`config.mk`:
```
export PLATFORM = sky130hd
export DESIGN_NAME = hdpr_rem_unit
export DESIGN_NICKNAME = d
export VERILOG_FILES = /design/src/design/hdpr_pkg.sv /design/src/design/hdpr_rem_unit.sv
export SDC_FILE = /design/constraint.sdc
export NUM_CORES = 1
export LEC_CHECK = 0
export BUFFER_PORTS_ARGS = -buffer_cell sky130_fd_sc_hd__buf_4
export CAP_MARGIN = 25
export CORE_MARGIN = 3
export CORE_UTILIZATION = 48
export CTS_BUF_LIST = sky130_fd_sc_hd__clkbuf_4
export DETAILED_ROUTE_END_ITERATION = 7
export PLACE_DENSITY = 0.71
export SYNTH_ARGS = -nofsm -noshare
export SYNTH_HDL_FRONTEND = slang
export SYNTH_SLANG_ARGS = --single-unit
```
`constraint.sdc`:
```
create_clock -name clk -period 6.86 [get_ports clk]
set_clock_uncertainty 0.2 [all_clocks]
set_input_delay 2.058 -clock clk [delete_from_list [all_inputs] [get_ports clk]]
set_output_delay 2.058 -clock clk [all_outputs]
set_load 0.05 [all_outputs]
```
`src/design/hdpr_pkg.sv`:
```
package hdpr_pkg;

  localparam int TABLE_DEPTH  = 65536;
  localparam int IDX_W        = $clog2(TABLE_DEPTH);
  localparam int SIZE_W       = IDX_W + 1;
  localparam int KEY_W        = 64;
  localparam int KIND_W       = 2;
  localparam int DEPTH_W      = 8;
  localparam int PAYLOAD_BITS = 32;
  localparam int CNT_W        = $clog2(KEY_W + 1);

  localparam logic [SIZE_W-1:0] SIZE_FULL  = SIZE_W'(TABLE_DEPTH);
  localparam logic [KIND_W-1:0] KIND_PV    = KIND_W'(1);
  localparam logic [KEY_W-1:0]  KEY_EMPTY  = '0;

  typedef enum logic [0:0] {
    OP_LOOKUP = 1'b0,
    OP_STORE  = 1'b1
  } op_t;

  typedef enum logic [2:0] {
    ST_CLEAR,
    ST_IDLE,
    ST_DIVIDE,
    ST_READ
  } state_t;

  typedef struct packed {
    logic [KEY_W-1:0]        key;
    logic [KIND_W-1:0]       kind;
    logic [DEPTH_W-1:0]      depth;
    logic [PAYLOAD_BITS-1:0] payload;
  } slot_t;

endpackage

```
`src/design/hdpr_rem_unit.sv`:
```
module hdpr_rem_unit (
  input  logic                         clk,
  input  logic                         rst,
  input  logic                         start,
  input  logic [hdpr_pkg::KEY_W-1:0]   dividend,
  input  logic [hdpr_pkg::SIZE_W-1:0]  divisor,
  output logic                         done,
  output logic [hdpr_pkg::IDX_W-1:0]   remainder
);
  import hdpr_pkg::*;

  // Restoring remainder, one dividend bit per cycle, most significant first.
  logic [KEY_W-1:0]  shift_q;
  logic [SIZE_W-1:0] div_q;
  logic [SIZE_W-1:0] rem_q;
  logic [SIZE_W-1:0] rem_next;
  logic [CNT_W-1:0]  cnt;
  logic [SIZE_W:0]   trial;

  always_comb begin
    trial = {rem_q, shift_q[KEY_W-1]};
    if (trial >= {1'b0, div_q}) begin
      rem_next = SIZE_W'(trial - {1'b0, div_q});
    end else begin
      rem_next = trial[SIZE_W-1:0];
    end
  end

  always_ff @(posedge clk) begin
    if (rst) begin
      cnt <= '0;
    end else if (start) begin
      cnt <= CNT_W'(KEY_W);
    end else if (cnt != '0) begin
      cnt <= cnt - CNT_W'(1);
    end
  end

  always_ff @(posedge clk) begin
    if (start) begin
      shift_q <= dividend;
      div_q   <= divisor;
      rem_q   <= '0;
    end else if (cnt != '0) begin
      shift_q <= {shift_q[KEY_W-2:0], 1'b0};
      rem_q   <= rem_next;
    end
  end

  // The remainder is below the divisor, which never exceeds the table depth.
  assign done      = (cnt == '0);
  assign remainder = rem_q[IDX_W-1:0];

endmodule

```
==> flow_summary_export.csv <==
group,metric,value,unit
cts,cts_tree,"built",
cts,clock-sinks,105,
floorplanning,die_x,112,µm
drt,dr.pass1.iters,4,
critical_path,cp.arrival,2150,ps
critical_path,r2r_cells,10,
timing,hold_ws,349,ps
critical_path,critPathMaxFanout,24,
drt,vias_per_cell,5.43,
global_route,grt_pass1_wl,17100,µm
critical_path,max_stage_delay,360,ps
placed_design,gp_congestion,0.854,
global_route,antenna_found_initial,0,
global_route,grt.total_usage,17.0,%
critical_path,r2r_setup_slack,3330,ps
run,cap_violations,0,
timing,relSlewSlack,30.5,%
timing,min_period_over_period,64.2,%
logic_synthesis,syn_area,5360,µm²
drt,totalWireLength,10300,µm
critical_path,slowest_stage,"dfxtp_1",
cts,ctsResizeCount,0,
timing,setup_violations,0,
logic_synthesis,async_flop_share,0,%
critical_path,crit_path_start,"cnt[5]",
logic_synthesis,synth_cells,428,
status,status,"finished clean",
logic_synthesis,yosysWarnings,0,
floorplanning,io_pins,101,
critical_path,r2r_start,"shift_q[63]",
global_route,grt-ovfl-total,0,
logic_synthesis,synth_seq_area_share,54.4,%
timing,clock.fmax,0.227,GHz
floorplanning,fp-row-count,37,
power,peakVddDrop,200,µV
drt,drt-initial-drc-count,173,
layout,fin_cells,648,
drt,antenna_left,0,
layout,final_net_count,612,
layout,n_antenna_cell,0,
placed_design,dp_cells,633,
logic_synthesis,synth_nets,532,
cts,cts.clk_slew.worst_paths,150,ps
logic_synthesis,ys_types,56,
min_path,min_path_cells,2,
cts,cts-root-buf,"clkbuf_4",
cts,h-tree-depth,3,
floorplanning,die_h,112,µm
critical_path,startpoint_type,"register",
drt,route.detailed.drc,0,
drt,vias,3516,
power,p_per_area,383,nW/µm²
logic_synthesis,ys_seq_elements,105,
cts,clock_latency,460,ps
layout,nFillCells,897,
placed_design,place_area,6090,µm²
logic_synthesis,synth_edf_count,81,
logic_synthesis,syn_avg_cell_area,12.5,µm²
floorplanning,die_area,12500,µm²
critical_path,path_cells,"nor4_1 -> nand3b_1 -> buf_4 -> inv_1 -> buf_4",
cts,clockBufferDepth,2,
global_route,grt_pass1_vias,3431,
timing,rsz0062_at_grt,"no",
placed_design,portBuffers,100,
timing,finalCriticalPeriod,4410,ps
power,leakagePower,2.58,nW
critical_path,crit_required,4600,ps
cts,cts_setup_buffers,0,
critical_path,critPathCaptureType,"output pin",
floorplanning,core-area,10600,µm²
critical_path,crit_end,"done",
cts,cts_buffers,9,
layout,fin_util,58.5,%
layout,fin_area,6200,µm²
placed_design,hpwl,7380,µm
critical_path,path_common_cell,"buf_4",
critical_path,worstSetupPathType,"reg2out",
global_route,grt_max_degree,65,
critical_path,r2r-end,"rem_q[10]",
timing,hold_violations,0,
logic_synthesis,synth_ff_type,"edfxtp_1",
layout,syn_to_final_growth,15.8,%
layout,drive_above_1_share,37.3,%
min_path,min_path_type,"reg2reg",
drt,wl_per_cell,16.0,µm
cts,cts_hold_buf,0,
timing,worst_pin_slew,1040,ps
floorplanning,start_util,50.5,%
timing,drv_slew,0,
timing,setup_tns,0,ps
## placed cells by master, fill, tap and decap left out, types with 4 or more instances in the layout
master	count
a211oi_1	4
inv_1	28
a31oi_1	6
mux2i_1	5
dfxtp_1	24
o311ai_0	5
o21ai_0	14
nor2_1	24
clkbuf_4	9
nand2b_1	5
nor3_1	5
a21oi_1	13
a41oi_1	4
and3_1	6
ha_1	19
buf_4	103
xnor2_1	12
mux2_2	64
nand2_1	17
nand3_1	5
xor2_1	5
edfxtp_1	81
## per-layer routing
| layer | vias up | wire, µm | global-route usage [%] |
|---|---|---|---|
| met5 | - | 0 | 0 |
| li1 | 1752 | - | - |
| met3 | 13 | 669 | 5.16 |
| met4 | 0 | 164 | 6.57 |
| met1 | 1670 | 4850 | 23.6 |
| met2 | 81 | 4660 | 25.3 |
## sequential cells by signal, indices dropped and copies added (netlist names)
register / cells
rem_q: 17
shift_q: 64
div_q: 17
cnt: 7
## metrics by stage
step                      power (W)  setup WS (ps)
after floorplan             0.00190           2280
after global placement      0.00209           2730
after detailed placement    0.00211           2660
after CTS                   0.00240           2420
after global routing        0.00256           2210
final                       0.00238           2450
## cell families (layout without fill, tap and decap cells)
| group | after synthesis | after routing | synth area share [%] |
|---|---|---|---|
| buf+inv | 63 | 147 | 5.89 |
| flops | 105 | 105 | 54.4 |
| xor+xnor | 17 | 17 | 2.78 |
| simple gates | 78 | 78 | 7.31 |
| fa+ha+maj | 20 | 20 | 4.81 |
| compound gates | 76 | 76 | 10.4 |
| mux | 69 | 69 | 14.4 |
## worst min path at each step
stage,endpoint,start,slack (ps)
6_report,rem_q[5],rem_q[5],350
5_1_grt,rem_q[5],rem_q[5],370
4_1_cts,rem_q[4],rem_q[4],360
3_5_place_dp,cnt[5],cnt[5],330
3_3_place_gp,cnt[5],cnt[5],300
2_1_floorplan,rem_q[4],rem_q[4],270
## critical path: cells and delay by family (launching register included)
family	cells	cell delay (ps)
simple gates	2	490
buf+inv	3	840
flops	1	360
## synthesized netlist by cell type, drive strengths merged, types with 3 or more instances
| cell | number | share of area (%) |
|---|---|---|
| xnor2 | 12 | 2.0 |
| a31oi | 6 | 0.70 |
| nand3 | 5 | 0.47 |
| nand2 | 17 | 1.2 |
| nor3 | 5 | 0.47 |
| ha | 19 | 4.4 |
| inv | 29 | 2.0 |
| a21oi | 15 | 1.7 |
| buf | 23 | 3.1 |
| a21o | 3 | 0.42 |
| a41oi | 4 | 0.65 |
| nor2 | 24 | 1.7 |
| a211oi | 4 | 0.56 |
| nor4 | 3 | 0.47 |
| edfxtp | 81 | 45 |
| clkbuf | 11 | 0.77 |
| o21ai | 14 | 1.3 |
| mux2 | 64 | 13 |
| and3 | 6 | 0.70 |
| mux2i | 5 | 0.93 |
| dfxtp | 24 | 9.0 |
| o311ai | 5 | 0.82 |
| nand2b | 5 | 0.58 |
| xor2 | 5 | 0.82 |
## power breakdown
part           internal [W]  total, W  switching [W]
Clock             0.0000744  0.000278       0.000204
Sequential         0.000955   0.00106       0.000108
Combinational      0.000413   0.00104       0.000622
Total               0.00144   0.00238       0.000934
## cell type report
| class | instances | area (µm²) | area share, % |
|---|---|---|---|
| tap | 136 | 170 | 2.74 |
| multi-input combinational | 260 | 2130 | 34.3 |
| clock buffer | 9 | 67.6 | 1.09 |
| inverter | 29 | 109 | 1.75 |
| timing repair buffer | 103 | 773 | 12.5 |
| clock inverter | 6 | 43.8 | 0.706 |
| sequential | 105 | 2910 | 47.0 |
Note: power is estimated with default switching activity, not from simulation.
